===== src/rtl/kmgc_pkg.sv =====
// Shared constants, codes and types of the k-means grid point clustering block.
`default_nettype none
package kmgc_pkg;

    // Sizing of the stores
    localparam int MAX_POINTS   = 1024;
    localparam int MAX_CLUSTERS = 16;
    localparam int COORD_BITS   = 10;

    localparam int PTS_W  = $clog2(MAX_POINTS);        // point address
    localparam int CNT_W  = $clog2(MAX_POINTS + 1);    // point count, member count
    localparam int CL_W   = $clog2(MAX_CLUSTERS);      // cluster index
    localparam int CID_W  = $clog2(MAX_CLUSTERS + 1);  // cluster id incl. unassigned
    localparam int SUM_W  = COORD_BITS + PTS_W;        // coordinate sum of a cluster
    localparam int DIST_W = 2 * COORD_BITS + 1;        // squared distance
    localparam int ITER_W = 10;

    // Field widths of the channels
    localparam int OPC_W  = 3;
    localparam int IDX_W  = 10;
    localparam int STAT_W = 2;
    localparam int CFGI_W = 2;
    localparam int CFGD_W = 10;

    localparam logic [CID_W-1:0] UNASSIGNED = CID_W'(MAX_CLUSTERS);

    // Opcodes
    localparam logic [OPC_W-1:0] OP_CLEAR    = 3'd0;
    localparam logic [OPC_W-1:0] OP_LOAD     = 3'd1;
    localparam logic [OPC_W-1:0] OP_RUN      = 3'd2;
    localparam logic [OPC_W-1:0] OP_RD_POINT = 3'd3;
    localparam logic [OPC_W-1:0] OP_RD_CLUST = 3'd4;

    // Status codes
    localparam logic [STAT_W-1:0] ST_OK      = 2'd0;
    localparam logic [STAT_W-1:0] ST_FULL    = 2'd1;
    localparam logic [STAT_W-1:0] ST_TOO_FEW = 2'd2;
    localparam logic [STAT_W-1:0] ST_RANGE   = 2'd3;

    // Configuration register indexes
    localparam logic [CFGI_W-1:0] REG_NUM_CLUSTERS = 2'd0;
    localparam logic [CFGI_W-1:0] REG_ITER_LIMIT   = 2'd1;

    typedef struct packed {
        logic [STAT_W-1:0]     status;
        logic [4:0]            cluster_id;
        logic [COORD_BITS-1:0] center_row;
        logic [COORD_BITS-1:0] center_col;
        logic [CNT_W-1:0]      member_count;
        logic [ITER_W-1:0]     iterations_used;
        logic                  converged;
    } t_result;

endpackage
`default_nettype wire


===== src/rtl/kmgc_div.sv =====
// Iterative restoring divider: coordinate sum by member count, one bit a cycle.
`default_nettype none
module kmgc_div (
    input  wire                         i_clk,
    input  wire                         i_rst_n,
    input  wire                         i_start,
    input  wire [kmgc_pkg::SUM_W-1:0]   i_dividend,
    input  wire [kmgc_pkg::CNT_W-1:0]   i_divisor,
    output logic                        o_done,
    output logic [kmgc_pkg::SUM_W-1:0]  o_quotient
);
    import kmgc_pkg::*;

    localparam int STEP_W = $clog2(SUM_W + 1);

    logic              r_busy;
    logic              r_done;
    logic [STEP_W-1:0] r_cnt;
    logic [CNT_W-1:0]  r_rem;
    logic [SUM_W-1:0]  r_quo;
    logic [CNT_W-1:0]  r_div;

    logic [CNT_W:0] rem_sh;
    logic [CNT_W:0] rem_sub;
    logic           fits;

    // One shift-compare-subtract step
    always_comb begin
        rem_sh  = {r_rem, r_quo[SUM_W-1]};
        rem_sub = rem_sh - {1'b0, r_div};
        fits    = (rem_sh >= {1'b0, r_div});
    end

    always_ff @(posedge i_clk) begin
        if (!i_rst_n) begin
            r_busy <= 1'b0;
            r_done <= 1'b0;
            r_cnt  <= '0;
        end else begin
            r_done <= 1'b0;
            if (i_start) begin
                r_busy <= 1'b1;
                r_cnt  <= STEP_W'(SUM_W);
                r_rem  <= '0;
                r_quo  <= i_dividend;
                r_div  <= i_divisor;
            end else if (r_busy) begin
                r_rem <= fits ? rem_sub[CNT_W-1:0] : rem_sh[CNT_W-1:0];
                r_quo <= {r_quo[SUM_W-2:0], fits};
                r_cnt <= r_cnt - STEP_W'(1);
                if (r_cnt == STEP_W'(1)) begin
                    r_busy <= 1'b0;
                    r_done <= 1'b1;
                end
            end
        end
    end

    assign o_done     = r_done;
    assign o_quotient = r_quo;

endmodule
`default_nettype wire

===== config.mk =====
export PLATFORM = sky130hd
export DESIGN_NAME = kmgc_div
export DESIGN_NICKNAME = d
export VERILOG_FILES = /design/src/rtl/kmgc_pkg.sv /design/src/rtl/kmgc_div.sv
export SDC_FILE = /design/constraint.sdc
export NUM_CORES = 1
export LEC_CHECK = 0
export ABC_AREA = 1
export BUFFER_PORTS_ARGS = -buffer_cell sky130_fd_sc_hd__buf_4
export CORE_ASPECT_RATIO = 2
export CORE_MARGIN = 4
export CORE_UTILIZATION = 50
export CTS_CLUSTER_DIAMETER = 80
export DETAILED_ROUTE_END_ITERATION = 7
export PLACE_DENSITY_LB_ADDON = 0.15
export SETUP_SLACK_MARGIN = 0.5
export SYNTH_ARGS = -nofsm -noshare
export SYNTH_HDL_FRONTEND = slang
export SYNTH_SLANG_ARGS = --single-unit

===== constraint.sdc =====
create_clock -name i_clk -period 2.5 [get_ports i_clk]
set_clock_uncertainty 0.15 [all_clocks]
set_input_delay 0 -clock i_clk [delete_from_list [all_inputs] [get_ports i_clk]]
set_output_delay 0 -clock i_clk [all_outputs]
set_load 0.02 [all_outputs]

# Word level (Yosys, flattened, before mapping)
# Index checks and enable logic that the tools add are counted.
# word_totals
ff_bits,49
in_bits,34
elab_cells,28
# op_classes
add_sub_neg,2
order_cmp,1
n_eq_ne,1
n_mux,10
bitwise_logic,2
reduce_logical,5
# op_table
operator,n
20-bit 2-to-1 mux,2
11-bit 2-to-1 mux,2
12-bit by 11-bit greater-or-equal comparator with 1-bit output,1
11-bit subtractor,1
5-bit 2-to-1 mux,2
"5-bit by 1-bit equality test with 1-bit output, second input constant",1
"5-bit by 1-bit subtractor with 5-bit output, second input constant",1
1-bit 2-to-1 mux,4
2-bit AND reduction,2
3-bit OR reduction,1
1-bit NOT,2
2-bit nonzero test,1
2-bit OR reduction,1

# Depth between registers and ports, before layout
# logic_depth
ltp_word,4
mapped_depth,12
ltp_nobuf,12

# Worst setup path before layout
# No wires, ideal clock.
# synth_timing
path_type,register -> register
start,register r_busy
end,register r_quo[0] (netlist: o_quotient[0]) (enable)
setup_ps,431
arrival_time_ps,2025
required_ps,1919
setup_slack_ps,-106
path_stages_with_launch,3
period_less_slack_ps,2606
cell_sequence,dfxtp_1 > inv_1 > a21oi_1
# synth_via
elab_chain_len,2
# synth_lines
item,line,rtl
start: declaration,kmgc_div.sv:16,logic r_busy;
start signal: assignment,kmgc_div.sv:36,r_busy <= 1'b0;
start signal: assignment,kmgc_div.sv:42,r_busy <= 1'b1;
start signal: assignment,kmgc_div.sv:52,r_busy <= 1'b0;
2-bit nonzero test (no line),n/a,
2-bit AND reduction (no line),n/a,
end signal: assignment,kmgc_div.sv:45,r_quo <= i_dividend;
end signal: assignment,kmgc_div.sv:49,"r_quo <= {r_quo[SUM_W-2:0], fits};"
end: declaration,kmgc_div.sv:20,logic [SUM_W-1:0] r_quo;
# Every way passes these cells.
# A chain may end at the register's enable or synchronous reset.

# Final worst setup path
# layout_timing
start,register r_div[0]
end,"register r_rem[10], data pin"
# layout_via
elab_chain_len,3
word_cells_on_any_way,4
classes_between,add/sub (1); order compare (1); mux (2)
# layout_lines
item,line,rtl
start: declaration,kmgc_div.sv:21,logic [CNT_W-1:0] r_div;
start signal: assignment,kmgc_div.sv:46,r_div <= i_divisor;
11-bit subtractor or 12-bit by 11-bit greater-or-equal comparator with 1-bit output (tied branches),"kmgc_div.sv:30, kmgc_div.sv:31",
11-bit 2-to-1 mux *,kmgc_div.sv:48,r_rem <= fits ? rem_sub[CNT_W-1:0] : rem_sh[CNT_W-1:0];
11-bit 2-to-1 mux *,kmgc_div.sv:47,end else if (r_busy) begin
end signal: assignment,kmgc_div.sv:48,
end: declaration,kmgc_div.sv:19,logic [CNT_W-1:0] r_rem;
# Mark *: on every way between the ends. The rest lies on a longest branch, timed or not. The select of a mux whose other input is x is not followed.

==> results.yml <==
power:
  powerDensity_nw_per_um2: 537
  switchingPower_mw: 0.641
  p_total_mw: 2.10
  intPower_mw: 1.46
  sw_frac_of_total: 0.306
  portion_of_total_power_attributed_to_the_clock_network: 0.212
  comb_power_share: 0.311
  leakagePower_nw: 1.89
  p_seq_frac: 0.477
  ir_worst_vdd_mv: 0.523
cts:
  clock_tree.htree_level_count: 2
  clkSinkCount: 49
  cts_tree: "built"
  cts_max_path_buffers: 2
  numCtsBuffers: 5
  cts.reportedPaths.clkPinSlew_ns: 0.08
  cts-root-buf: "clkbuf_8"
  worst_skew_pair.late_latency_ns: 0.30
critical_path:
  worst-path-max-fanout: 5
  setup.worst_path.end_class: "register"
  timing.critical_path.required_ns: 2.42
  r2r_slack_ns: 0.36
  timing_worst_setup_path_type: "register to register"
  timing.critical_path.arrival_ns: 2.06
  cp-start-kind: "register"
detailed_routing:
  wl_mm: 7.11
  drcViolationCount: 0
  post_drt_via_cell_ratio: 5.06
  drt_first_iter_violations: 123
  dr.pass1.iters: 4
  drt.antenna.violating_nets: 0
  routed_wire_length_per_instance_um: 14.1
  routed-via-count: 2551
layout:
  number_of_fillers_in_the_final_layout: 418
  antenna-diode-count: 0
  final_instance_area_um2: 3900
  synthToLayoutAreaGrowth_pct: 37.4
  layout-drive-gt1-share: 0.234
  nNetsFinal: 491
synth:
  synth_cell_type_count: 27
  synth.net_count: 394
  syn_area_um2: 2840
  synth_top_cell_by_area: "edfxtp_1"
  synth_top_cell_area_share: 0.444
  ys_warn_count: 0
  synth_most_common_cell: "nand2_1"
  synth_seq_cells: 49
  postSynthCellCount: 346
  synth_edf_count: 42
  synth-seq-area-share: 0.494
  async_flop_share: 0
  ys.flop_type: "edfxtp_1"
  syn_area_per_cell_um2: 8.21
  ys_top_cells_by_count: "124 x nand2_1, 57 x inv_1, 42 x edfxtp_1, 32 x nor2_1"
  post_synth_main_area_contributors: "edfxtp_1 44%, nand2_1 16%, inv_1 7.5%"
global_route:
  total_global_routing_overflow: 0
  grt_pass1_vias: 2641
  grt_antenna_before_repair: 0
  grt_start_max_net_pins: 33
  global_route_wire_length_before_repair_mm: 11.6
  global_route.usage.total: 0.223
die:
  core_region_area_um2: 5470
  die_h_um: 115
  die_span_in_x_um: 61.3
  count_of_boundary_i_o_pins: 55
  rows: 38
  initial_utilization: 0.519
  die-area_um2: 7020
placed_design:
  io_buffers: 54
  dp_hpwl_mm: 4.89
  postPlaceCellArea_um2: 3320
  gp_congestion: 0.920
sta:
  maxSlewViolCount: 0
  fmax_mhz: 467
  grt_setup_unrepaired: "true"
  post-route-period-util: 0.857
  max_slew.worst_pin.slew_ns: 0.486
  setup_violations: 0
  max-slew-margin-rel: 0.675
  hold_viol: 0
  min_period_ns: 2.14
  setup-tns-final_ns: 0
job:
  drv_cap: 0
outcome:
  run_status: "finished clean"
min_path:
  holdCritPathClass: "input port to register"
-- power groups by stage --
stage	Sequential, mW	Combinational [mW]	Clock (mW)
6_report	1.00	0.653	0.443
5_1_grt	1.01	0.724	0.491
4_1_cts	0.996	0.585	0.467
3_5_place_dp	1.01	0.535	0
3_3_place_gp	1.01	0.529	0
2_1_floorplan	1.03	0.348	0
-- metrics by stage --
step / hold WS [ns] / std cells / worst slack, ns / util
after floorplan: -0.0511 / 346 / 0.358 / -
after global placement: 0.0290 / 455 / 0.305 / 0.608
after detailed placement: 0.0295 / 455 / 0.234 / 0.608
after CTS: 0.246 / 496 / 0.407 / 0.686
after global routing: 0.254 / 504 / 0.272 / 0.713
final: 0.260 / 504 / 0.358 / 0.713
-- worst max-delay path: stages, from the launching register on --
cell	delay, ns
edfxtp_1	0.43
ha_4	0.19
fa_2	0.37
inv_2	0.08
nand3_2	0.08
nand3_4	0.09
nand3_2	0.08
nand3_2	0.11
nor2_4	0.06
buf_6	0.13
nor2_2	0.08
nor2_1	0.05
-- cell families (layout without fill, tap and decap cells) --
family          count (synthesis)  in the layout  synth area share
flops                          49             49             0.494
fa+ha+maj                      14             14            0.0643
xor+xnor                        3              3           0.00926
buf+inv                        67            165            0.0987
compound gates                 14             14            0.0273
simple gates                  199            199             0.307
-- layer usage --
metal | global-route usage | up-vias | wire, µm
met5 | 0 | - | 0
met3 | 0.0316 | 18 | 186
met1 | 0.232 | 1195 | 2500
met4 | 0.111 | 0 | 249
met2 | 0.407 | 49 | 4180
li1 | - | 1289 | -
-- area by class of cell --
| class | count | area [µm²] | share of cell area |
|---|---|---|---|
| sequential | 49 | 1400 | 0.359 |
| multi-input combinational | 230 | 1280 | 0.327 |
| timing repair buffer | 100 | 853 | 0.219 |
| inverter | 57 | 214 | 0.0549 |
| clock buffer | 8 | 80.1 | 0.0205 |
| tap | 60 | 75.1 | 0.0192 |
-- state kept, by name, summed over array words and instances (netlist names) --
| register | flops |
|---|---|
| r_div | 11 |
| r_busy | 1 |
| r_rem | 11 |
| o_quotient | 20 |
| r_cnt | 5 |
| o_done | 1 |
-- path summary, 6_finish.rpt --
path,startpoint,end,cells after the start
worst max-delay path,r_div[0],r_rem[10],11
worst min-delay path,i_divisor[6],r_div[6],2
worst max register to register,r_div[0],r_rem[10],11
worst min register to register,r_cnt[4],r_cnt[4],2
-- placed cells by master (no fill, tap or decap), types with 7 or more instances in the layout --
cell type	n
nand2_1	124
nor2_1	28
dfxtp_1	7
dlygate4sd3_1	33
nand3_1	12
buf_4	64
nor2_2	8
edfxtp_1	42
inv_1	55
nand4_1	13
-- repair_timing --
item                                    CTS  global route
endpoints found under the setup margin   12            12
gates resized for setup                   2            17
buffers inserted                          0             8
pin swaps                                 0             6
hold buffers                             33             0
endpoints found under the hold margin    37             0
Power figures use the tool's default switching activity.
